File: src/rtl/assert_macros.svh
// assertion macros used by biquad_lowpass_filter_top
`ifndef ASSERT_MACROS_SVH
`define ASSERT_MACROS_SVH
`ifndef SYNTHESIS
// property must hold on every clock edge outside reset
`define ASSERT_AT(lbl, clk, rstn, prop) \
	lbl: assert property (@(posedge clk) disable iff (!rstn) (prop)) \
	else $error("assertion failed");
// expression must never be true outside reset
`define ASSERT_NEVER(lbl, clk, rstn, expr) \
	lbl: assert property (@(posedge clk) disable iff (!rstn) !(expr)) \
	else $error("forbidden condition");
`else
`define ASSERT_AT(lbl, clk, rstn, prop)
`define ASSERT_NEVER(lbl, clk, rstn, expr)
`endif
`endif

File: src/rtl/bqlp_pkg.sv
// package with formats, register indexes and helpers of the biquad low-pass section
package bqlp_pkg;

	// fixed formats
	localparam int DELAY_BITS = 40;
	localparam int DELAY_FRAC = 16;
	localparam int COEF_BITS  = 24;
	localparam int PROD_W     = COEF_BITS + DELAY_BITS;
	localparam int ACC_W      = PROD_W + 2;

	// parameter defaults
	localparam int SAMPLE_BITS_DEF    = 16;
	localparam int COEF_FRAC_BITS_DEF = 20;

	// configuration registers
	localparam int NUM_REGS  = 6;
	localparam int CFG_IDX_W = 3;

	typedef enum logic [CFG_IDX_W-1:0] {
		REG_B0  = 3'd0,
		REG_B1  = 3'd1,
		REG_B2  = 3'd2,
		REG_A1  = 3'd3,
		REG_A2  = 3'd4,
		REG_INV = 3'd5
	} reg_idx_t;

	// commands
	localparam logic CMD_APPLY   = 1'b0;
	localparam logic CMD_PRELOAD = 1'b1;

	typedef logic signed [COEF_BITS-1:0]  coef_t;
	typedef logic signed [DELAY_BITS-1:0] delay_t;
	typedef logic signed [PROD_W-1:0]     prod_t;
	typedef logic signed [ACC_W-1:0]      acc_t;

	localparam acc_t DLY_MAX = {{(ACC_W-DELAY_BITS+1){1'b0}}, {(DELAY_BITS-1){1'b1}}};
	localparam acc_t DLY_MIN = ~DLY_MAX;

	// saturate a wide value to the delay range
	function automatic delay_t sat_delay(input acc_t v);
		delay_t r;
		if (v > DLY_MAX) begin
			r = DLY_MAX[DELAY_BITS-1:0];
		end else if (v < DLY_MIN) begin
			r = DLY_MIN[DELAY_BITS-1:0];
		end else begin
			r = v[DELAY_BITS-1:0];
		end
		return r;
	endfunction

	// true when a wide value lies outside the delay range
	function automatic logic out_of_delay(input acc_t v);
		return (v > DLY_MAX) || (v < DLY_MIN);
	endfunction

endpackage

File: src/rtl/biquad_lowpass_filter_top.sv
// biquad low-pass section: config registers, sequencer and one shared multiplier
// steps: an apply runs A1, A2, W, B2, B0, Y0 and OUT, a preload runs PRE_MUL
// and PRE_WR first; OUT waits while the result register is held downstream
// one item at a time: a new input is taken only in IDLE, since the five dependent
// products (six with preload) go through the single 24x40 multiplier in turn
// reset: arst_n clears delays, sequencer and output valid, coefficients take defaults
`include "assert_macros.svh"

module biquad_lowpass_filter_top
	import bqlp_pkg::*;
#(
	parameter int SAMPLE_BITS    = SAMPLE_BITS_DEF,
	parameter int COEF_FRAC_BITS = COEF_FRAC_BITS_DEF
) (
	input  logic                                 clk,
	input  logic                                 arst_n,
	// config write channel
	input  logic                                 cfg_valid,
	output logic                                 cfg_ready,
	input  logic [CFG_IDX_W-1:0]                 cfg_index,
	input  logic [COEF_BITS-1:0]                 cfg_data,
	// input stream
	input  logic                                 s_tvalid,
	output logic                                 s_tready,
	input  logic [((SAMPLE_BITS+7)/8)*8-1:0]     s_tdata,  // [SAMPLE_BITS-1:0] sample_in
	input  logic                                 s_tuser,  // [0] cmd
	// output stream
	output logic                                 m_tvalid,
	input  logic                                 m_tready,
	output logic [((SAMPLE_BITS+7)/8)*8-1:0]     m_tdata,  // [SAMPLE_BITS-1:0] sample_out
	output logic                                 m_tuser   // [0] fallback_used
);

	localparam int TDATA_W = ((SAMPLE_BITS+7)/8)*8;
	localparam int PRE_SH  = (COEF_FRAC_BITS >= DELAY_FRAC) ? COEF_FRAC_BITS - DELAY_FRAC : 0;
	localparam int PRE_UP  = (COEF_FRAC_BITS < DELAY_FRAC) ? DELAY_FRAC - COEF_FRAC_BITS : 0;

	localparam acc_t  HALF_CF  = acc_t'(1) <<< (COEF_FRAC_BITS-1);
	localparam acc_t  HALF_PRE = (PRE_SH > 0) ? (acc_t'(1) <<< (PRE_SH-1)) : acc_t'(0);
	localparam acc_t  HALF_OUT = acc_t'(1) <<< (DELAY_FRAC-1);
	localparam acc_t  SMP_MAX  = {{(ACC_W-SAMPLE_BITS+1){1'b0}}, {(SAMPLE_BITS-1){1'b1}}};
	localparam acc_t  SMP_MIN  = ~SMP_MAX;
	localparam coef_t COEF_ONE = coef_t'(PROD_W'(1) << COEF_FRAC_BITS);

	typedef enum logic [3:0] {
		S_IDLE,
		S_PRE_MUL,
		S_PRE_WR,
		S_A1,
		S_A2,
		S_W,
		S_B2,
		S_B0,
		S_Y0,
		S_OUT
	} state_t;

	state_t state_q;

	coef_t  coef_q [NUM_REGS];
	logic   cmd_q;
	logic   fb_q;
	delay_t d1_q;
	delay_t d2_q;
	delay_t w_q;
	logic signed [SAMPLE_BITS-1:0] x_q;
	prod_t  prod_q;
	acc_t   acc_q;

	logic                   m_tvalid_q;
	logic [SAMPLE_BITS-1:0] m_data_q;
	logic                   m_fb_q;

	coef_t  mul_c;
	delay_t mul_d;
	acc_t   x_ext;
	acc_t   xd_wide;
	delay_t xd;
	acc_t   prod_ext;
	acc_t   prod_rnd;
	acc_t   pre_val;
	delay_t pre_sat;
	acc_t   w_next;
	logic   w_ovf;
	acc_t   y_rnd;
	logic [SAMPLE_BITS-1:0] y_sat;
	logic   out_free;

	// config registers, always ready, out-of-range index ignored
	assign cfg_ready = 1'b1;

	always_ff @(posedge clk or negedge arst_n) begin
		if (!arst_n) begin
			coef_q[REG_B0]  <= COEF_ONE;
			coef_q[REG_B1]  <= '0;
			coef_q[REG_B2]  <= '0;
			coef_q[REG_A1]  <= '0;
			coef_q[REG_A2]  <= '0;
			coef_q[REG_INV] <= COEF_ONE;
		end else if (cfg_valid && cfg_ready && (cfg_index < CFG_IDX_W'(NUM_REGS))) begin
			coef_q[cfg_index] <= cfg_data;
		end
	end

	// operand select for the shared multiplier
	always_comb begin
		mul_c = coef_q[REG_B0];
		mul_d = w_q;
		unique case (state_q)
			S_PRE_MUL: begin
				mul_c = coef_q[REG_INV];
				mul_d = delay_t'(x_q);
			end
			S_A1: begin
				mul_c = coef_q[REG_A1];
				mul_d = d1_q;
			end
			S_A2: begin
				mul_c = coef_q[REG_A2];
				mul_d = d2_q;
			end
			S_W: begin
				mul_c = coef_q[REG_B1];
				mul_d = d1_q;
			end
			S_B2: begin
				mul_c = coef_q[REG_B2];
				mul_d = d2_q;
			end
			default: begin
				mul_c = coef_q[REG_B0];
				mul_d = w_q;
			end
		endcase
	end

	// product rounding, sample scaling, overflow checks and output saturation
	always_comb begin
		x_ext    = acc_t'(x_q);
		xd_wide  = x_ext <<< DELAY_FRAC;
		xd       = sat_delay(xd_wide);
		prod_ext = acc_t'(prod_q);
		prod_rnd = (prod_ext + HALF_CF) >>> COEF_FRAC_BITS;
		pre_val  = ((prod_ext + HALF_PRE) >>> PRE_SH) <<< PRE_UP;
		pre_sat  = sat_delay(pre_val);
		w_next   = acc_q - prod_rnd;
		w_ovf    = out_of_delay(w_next);
		y_rnd    = (acc_q + HALF_OUT) >>> DELAY_FRAC;
		if (y_rnd > SMP_MAX) begin
			y_sat = SMP_MAX[SAMPLE_BITS-1:0];
		end else if (y_rnd < SMP_MIN) begin
			y_sat = SMP_MIN[SAMPLE_BITS-1:0];
		end else begin
			y_sat = y_rnd[SAMPLE_BITS-1:0];
		end
	end

	// datapath registers without reset
	always_ff @(posedge clk) begin
		prod_q <= mul_c * mul_d;
		if (s_tvalid && s_tready) begin
			x_q <= s_tdata[SAMPLE_BITS-1:0];
		end
		unique case (state_q)
			S_A1: acc_q <= xd_wide;
			S_A2: acc_q <= w_next;
			S_W:  w_q   <= w_ovf ? xd : w_next[DELAY_BITS-1:0];
			S_B2: acc_q <= prod_rnd;
			S_B0: acc_q <= acc_q + prod_rnd;
			S_Y0: acc_q <= acc_q + prod_rnd;
			default: ;
		endcase
	end

	assign out_free = !m_tvalid_q || m_tready;

	// sequencer, delay line and result register
	always_ff @(posedge clk or negedge arst_n) begin
		if (!arst_n) begin
			state_q    <= S_IDLE;
			cmd_q      <= CMD_APPLY;
			fb_q       <= 1'b0;
			d1_q       <= '0;
			d2_q       <= '0;
			m_tvalid_q <= 1'b0;
			m_data_q   <= '0;
			m_fb_q     <= 1'b0;
		end else begin
			if (m_tvalid_q && m_tready && (state_q != S_OUT)) begin
				m_tvalid_q <= 1'b0;
			end
			unique case (state_q)
				S_IDLE: begin
					if (s_tvalid) begin
						cmd_q   <= s_tuser;
						state_q <= (s_tuser == CMD_PRELOAD) ? S_PRE_MUL : S_A1;
					end
				end
				S_PRE_MUL: state_q <= S_PRE_WR;
				S_PRE_WR: begin
					d1_q    <= pre_sat;
					d2_q    <= pre_sat;
					state_q <= S_A1;
				end
				S_A1: state_q <= S_A2;
				S_A2: state_q <= S_W;
				S_W: begin
					fb_q    <= w_ovf;
					state_q <= S_B2;
				end
				S_B2: state_q <= S_B0;
				S_B0: state_q <= S_Y0;
				S_Y0: state_q <= S_OUT;
				S_OUT: begin
					if (out_free) begin
						m_tvalid_q <= 1'b1;
						m_data_q   <= y_sat;
						m_fb_q     <= fb_q;
						d2_q       <= d1_q;
						d1_q       <= w_q;
						state_q    <= S_IDLE;
					end
				end
				default: state_q <= S_IDLE;
			endcase
		end
	end

	assign s_tready = (state_q == S_IDLE);
	assign m_tvalid = m_tvalid_q;
	assign m_tdata  = TDATA_W'(m_data_q);
	assign m_tuser  = m_fb_q;

	// a new result only comes out of the final sequencer step
	`ASSERT_AT(a_result_from_out, clk, arst_n, $rose(m_tvalid) |-> $past(state_q) == S_OUT)
	// a pending result is never overwritten
	`ASSERT_AT(a_hold_when_full, clk, arst_n,
		(state_q == S_OUT && m_tvalid && !m_tready) |=> (state_q == S_OUT))
	// preload leaves both delays equal
	`ASSERT_AT(a_preload_equal, clk, arst_n, (state_q == S_PRE_WR) |=> (d1_q == d2_q))
	// preload path only runs for the preload command
	`ASSERT_NEVER(a_preload_cmd, clk, arst_n, (state_q == S_PRE_MUL) && (cmd_q != CMD_PRELOAD))

endmodule
File: config.mk
export PLATFORM = sky130hd
export DESIGN_NAME = biquad_lowpass_filter_top
export DESIGN_NICKNAME = d
export VERILOG_FILES = /design/src/rtl/bqlp_pkg.sv /design/src/rtl/biquad_lowpass_filter_top.sv
export VERILOG_INCLUDE_DIRS = /design/src /design/src/rtl
export SDC_FILE = /design/constraint.sdc
export NUM_CORES = 2
export LEC_CHECK = 0
export ABC_CLOCK_PERIOD_IN_PS = 9000
export BUFFER_PORTS_ARGS = -buffer_cell sky130_fd_sc_hd__clkbuf_2
export CELL_PAD_IN_SITES_DETAIL_PLACEMENT = 0
export CELL_PAD_IN_SITES_GLOBAL_PLACEMENT = 1
export CORE_AREA = 2 2 367 369
export DETAILED_ROUTE_END_ITERATION = 12
export DIE_AREA = 0 0 369 371
export GPL_ROUTABILITY_DRIVEN = 0
export GPL_TIMING_DRIVEN = 0
export PLACE_DENSITY = 0.89
export RECOVER_POWER = 25
export SYNTH_ARGS = -nofsm -noshare
export SYNTH_HDL_FRONTEND = slang
export SYNTH_SLANG_ARGS = --single-unit
export TNS_END_PERCENT = 30
File: constraint.sdc
create_clock -name clk -period 9 [get_ports clk]
set_input_delay 1.35 -clock clk [delete_from_list [all_inputs] [get_ports clk]]
set_output_delay 1.35 -clock clk [all_outputs]
set_load 0.1 [all_outputs]
Yosys cells after proc, flatten, opt, wreduce, memory -nomap -nowiden
Index checks and enable logic that the tools add are counted.
- $add $sub $neg: 5
- $mul: 1
- div/mod/pow operators: 0
- order comparisons: 11
- eq/ne operators: 12
- shift-type cells: 0
- mux-type cells: 24
- bitwise gates (word level): 1
- reduce and logical (&&, ||, !) cells: 17
- operators by type and width (operator ; number):
    $mux W40 ; 7
    $pmux W66 S4 ; 1
    $pmux W40 S2 ; 2
    $bwmux W144 ; 1
    $pmux W24 S5 ; 1
    $pmux W40 S3 ; 1
    $demux W24 S3 ; 1
    $add A66 B17 Y66 const B ; 1
    $add A66 B45 Y66 ; 1
    $gt A66 B40 Y1 const B ; 1
    $lt A66 B40 Y1 const B ; 1
    $sub A66 B45 Y66 ; 1
    $add A64 B21 Y65 const B ; 1
    $add A64 B5 Y65 const B ; 1
    $mul A24 B40 Y64 ; 1
    $gt A61 B40 Y1 const B ; 1
    $lt A61 B40 Y1 const B ; 1
    $gt A50 B16 Y1 const B ; 1
    $lt A50 B16 Y1 const B ; 1
    $gt A32 B40 Y1 const B ; 1
    $lt A32 B40 Y1 const B ; 1
    $pmux W4 S10 ; 1
    $mux W16 ; 2
    $mux W24 ; 1
    other kinds (21) ; 39
- register bits after elaboration: 433
- latch bits: 0
- RAM bits: 0
- ROM bits: 0
- logic and storage cells: 88
- memories: 0

Logic depth before layout (Yosys ltp)
- depth after elaboration: 6
- depth in mapped cells: 41

Worst setup path after synthesis
OpenSTA, ideal clock, no wires.
- kind: reg2reg
- start: reg state_q[1]
- end: reg prod_q[40]
- library setup time: 0.127 ns
- data arrival time: 9.610 ns
- required time: 8.873 ns
- path slack: -0.736 ns
- cell stages (with the launch flop): 37
- buffers on the path: 3
- cells stage by stage: dfrtp_1 -> clkbuf_1 -> nor2b_1 -> nand2_1 -> clkinv_1 -> clkbuf_1 -> a22oi_1 -> a31oi_1 -> mux2_1 -> clkbuf_1 -> nand2_1 -> fa_1 -> inv_1 -> fa_1 -> inv_1 -> fa_1 -> fa_1 -> inv_1 -> fa_1 -> fa_1 -> inv_1 -> fa_1 -> inv_1 -> ha_1 -> a21o_1 -> a21o_1 -> a211oi_1 -> o221ai_1 -> a21oi_1 -> o21ai_0 -> o21ai_0 -> nor2b_1 -> o21ai_0 -> a21o_1 -> a21oi_1 -> o21ai_0 -> xor2_1
- longest elaborated chain between the ends: 4
- elaborated cells on any way between the ends: 10
- those cells by class: mul (1); eq/ne (5); mux (2); reduce/logical (2)
- ends and longest elaborated chain (item ; line ; source):
    from (decl) ; biquad_lowpass_filter_top.sv:58 ; state_t state_q;
    from (signal assigned) ; biquad_lowpass_filter_top.sv:196 ; state_q <= (s_tuser == CMD_PRELOAD) ? S_PRE_MUL : S_A1;
    $eq A4 B3 Y1 / $eq A4 B2 Y1 (equally long branches) ; biquad_lowpass_filter_top.sv:109 ; unique case (state_q)
    $reduce_or A2 Y1 (no source line) ; - ;
    $pmux W40 S3 ; biquad_lowpass_filter_top.sv:109 ;
    $mul A24 B40 Y64 (*) ; biquad_lowpass_filter_top.sv:160 ; prod_q <= mul_c * mul_d;
    to (signal assigned) ; biquad_lowpass_filter_top.sv:160 ;
    to (decl) ; biquad_lowpass_filter_top.sv:67 ; prod_t prod_q;
Every way passes the cells marked *; elsewhere a longest branch is shown, timed or not.
A chain may end at the register's enable or synchronous reset.

Final worst setup path
- start: reg state_q[2]
- end: reg prod_q[63]
Same word-level chain as after synthesis.

==> run summary <==
The tools report the number of global-route vias before repair as 57508. The largest fanout of any net on the critical path was 10. The share of the clock period used by the worst path came out at 102.9%. Among the stages of the critical path, the cell type that occurs most often is fa_1. Cell with the most instances after synthesis: inv_1. Setup violations remaining at the end of the flow were counted as 23. In the routed design, unresolved DRC markers number 0.

Average routed wire per standard cell: 27.47 um. The total of flip-flops plus latches after synthesis was 430; the maximum number of pins on one net before global-route repair was 105. In this design, the stage delay of the slowest critical-path cell is 550 ps. Across all layers, the routed design uses 57267 vias. The count of nets left with antenna violations once routing finished came out at 0. The most used flip-flop cell after synthesis is dfrtp_1. The share of async-settable or async-resettable flops after synthesis is 57.44%. The tree is rooted in a clkbuf_16. The critical path is of the reg2reg type. The flow ran to the end, but the final reports show violations. Category of the worst setup path capture point: a register.

Compared with the post-synthesis result, the final layout area differs by 16.45%. TritonCTS built the clock tree. The core region is 0.1328 mm2. The number of rows created at floorplan is 134, and the number of instances on the worst hold path is 2. For the first-pass iteration count of the detailed router, the log shows 10.

The checks that failed: max-capacitance violations, max-slew violations, negative setup slack. Of all cell types, the one taking the most synthesized area is fa_1. After detailed routing, the number of vias per cell comes to 6.202.

Counting along the longest clock path gives a buffer depth of 3. After synthesis, the mean cell area works out to 8.777 um2. Of the post-synthesis cell area, the dominant cell type holds 30.98%.

The count of endpoints failing hold in the final timing report was 0; the number of top-level design ports was 69. The global-route wire length before repair is 369.9 mm, and the area enclosed by the die boundary is 0.1369 mm2. After synthesis, the netlist uses 106 different library cells. The final count of pins violating max slew was 152.

Summed over all layers, the routed wires come to 253.7 mm. The clock period minus worst slack is 9264 ps. The share of layout cells above drive strength 1 came out at 15.98%.

The summed area of non-filler cells in the final layout is 0.07233 mm2, and the transition at the pin with the smallest max-transition slack is 4677 ps. Synthesis handed over a netlist of 7076 instances. The post-placement cell area was 0.06498 mm2; the global-route usage over all layers was 36.63%.

STA classifies the critical path startpoint as a register. Counting every net in the synthesized netlist gives 8383. Static timing analysis puts the maximum clock frequency at 107.9 MHz. The number of buffers added to fix hold violations after cts is 0. Data arrival time of the critical path: 9860 ps. Clock-pin slew was measured on the worst setup and hold paths at 60 ps. For the HPWL after detailed placement, the log shows 194.0 mm. The final hold slack came out at 505.0 ps. By area the synthesized netlist is led by fa_1 31%, dfrtp_1 9.9%, inv_1 6.8%. The initial DRC count was 8195; the worst-case reg-to-reg path depth was 36.

The tightest slew margin relative to the limit was -211.8%. After synthesis, the most frequently instantiated cells are 1125 x inv_1, 961 x fa_1, 876 x nand2_1. The overflow left after global routing is 0.

Setup repair after global routing could not meet its margin everywhere. The vertical die dimension was 371 um; the H-tree depth was 2. The number of warnings issued by yosys was 0; the smallest setup slack after layout was -264.3 ps.

The tools report the initial antenna violation count as 11. For this design, the slowest cell found on the critical path is fa_1. The logs give 46.77% for the initial core utilization and 8730 for the number of nets in the layout. Counting flops with a built-in enable in the synthesized netlist gives 122. Horizontal extent of the die: 369 um. The class of the most critical hold timing path was reg2reg. During placement, the flow inserted port buffers numbering 65. The tools report the data required time of the critical path as 9590 ps.

The max-capacitance violation count came out at 3. The sequential-to-total area share from yosys stat is 17.82%. The mapped netlist covers 0.06211 mm2.

In this run, CTS created clock tree buffers numbering 49. Across the routed clock network, the largest skew measured is 46.89 ps. The slack of the worst reg-to-reg path was -260 ps; the clock network latency to the later pin of the worst-skew pair was 690 ps.

Clock sink count: 430.
placed cells by master, fill, tap and decap left out, types with 70 or more instances in the layout:
master,instances
nand2_1,855
xnor2_1,195
clkbuf_16,72
clkbuf_2,79
fa_1,924
dfrtp_1,243
mux2_2,159
edfxtp_1,122
nand3_1,99
nor2_1,797
clkbuf_1,122
nor3_1,74
buf_4,206
a21oi_1,304
inv_1,1114
xor2_1,70
ha_1,265
clkbuf_8,73
o21ai_0,144
path summary, 6_finish.rpt:
path,startpoint,end
min reg2reg,d2_q[4]$_DFFE_PN0P_,d2_q[4]$_DFFE_PN0P_
max,state_q[2]$_DFFE_PN0P_,prod_q[63]$_DFF_P_
min in group asynchronous,arst_n,m_tdata[15]$_DFFE_PN0P_
max in group asynchronous,arst_n,coef_q[57]$_DFFE_PN0P_
min,d2_q[4]$_DFFE_PN0P_,d2_q[4]$_DFFE_PN0P_
max reg2reg,state_q[2]$_DFFE_PN0P_,prod_q[63]$_DFF_P_
flip-flops by register name (all words and copies together), names as in the netlist:
register	count
x_q	16
d2_q	40
d1_q	40
fb_q	1
m_tuser	1
w_q	40
prod_q	61
state_q	4
coef_q	144
m_tdata	16
m_tvalid	1
acc_q	66
critical path, delay by kind of cell (launching register included):
kind	cells	cell delay (ps)
compound gates	9	1980
simple gates	10	1810
xor+xnor	1	160
flops	1	430
fa+ha+maj	8	3840
buf+inv	8	940
timing repair:
action	4_1_cts	5_1_grt
buffers inserted	176	61
resized for setup	825	142
cloned	3	1
pin swaps	121	106
endpoints found under the setup margin	89	35
per-layer routing:
metal | up-vias | global-route usage (%) | wire length (um) | share of wire (%)
met5 | - | 0 | 414 | 0.16
met3 | 1214 | 15.25 | 38240 | 15
met4 | 22 | 25.60 | 23220 | 9.2
met1 | 28131 | 43.99 | 87160 | 34
met2 | 4295 | 53.18 | 104600 | 41
li1 | 23605 | - | - | -
metrics by stage:
stage                     instances  TNS (ps)  utilization, %  setup WS [ps]
after detailed placement       8921   -177870           48.93          -4249
final                          9234     -2215           54.47         -264.3
after global placement         8909   -172550           48.76          -4142
after CTS                      9172    -269.7           53.80         -81.92
after global routing           9233     -5202           54.47         -455.4
after floorplan                7076         0               -          13.30
logic make-up (layout without fill, tap and decap cells):
family                   after synthesis  count (layout)  synth area share [%]
AND/OR/NAND/NOR                     2257            2257                 16.01
buffers and inverters               1491            1879                 9.210
adder cells (fa/ha/maj)             1258            1258                 36.96
AO/OA/AOI/OAI                       1163            1163                 12.46
flip-flops                           430             430                 17.82
XOR/XNOR                             267             267                 3.777
multiplexers                         209             209                 3.761
other                                  1               3              0.006038
layout make-up:
type	instances	area, um2
Fill cell	11624	60460
Multi-Input combinational cell	5155	47330
Sequential cell	430	11070
Inverter	1133	4262
Buffer	337	2885
Timing Repair Buffer	317	2786
Tap cell	1768	2212
Clock buffer	69	1485
Clock inverter	23	286.5
Antenna cell	2	5.005
Power is left out: the tool's default activity adds up to more than one toggle a clock period on the data nets, which glitch-free logic cannot reach.
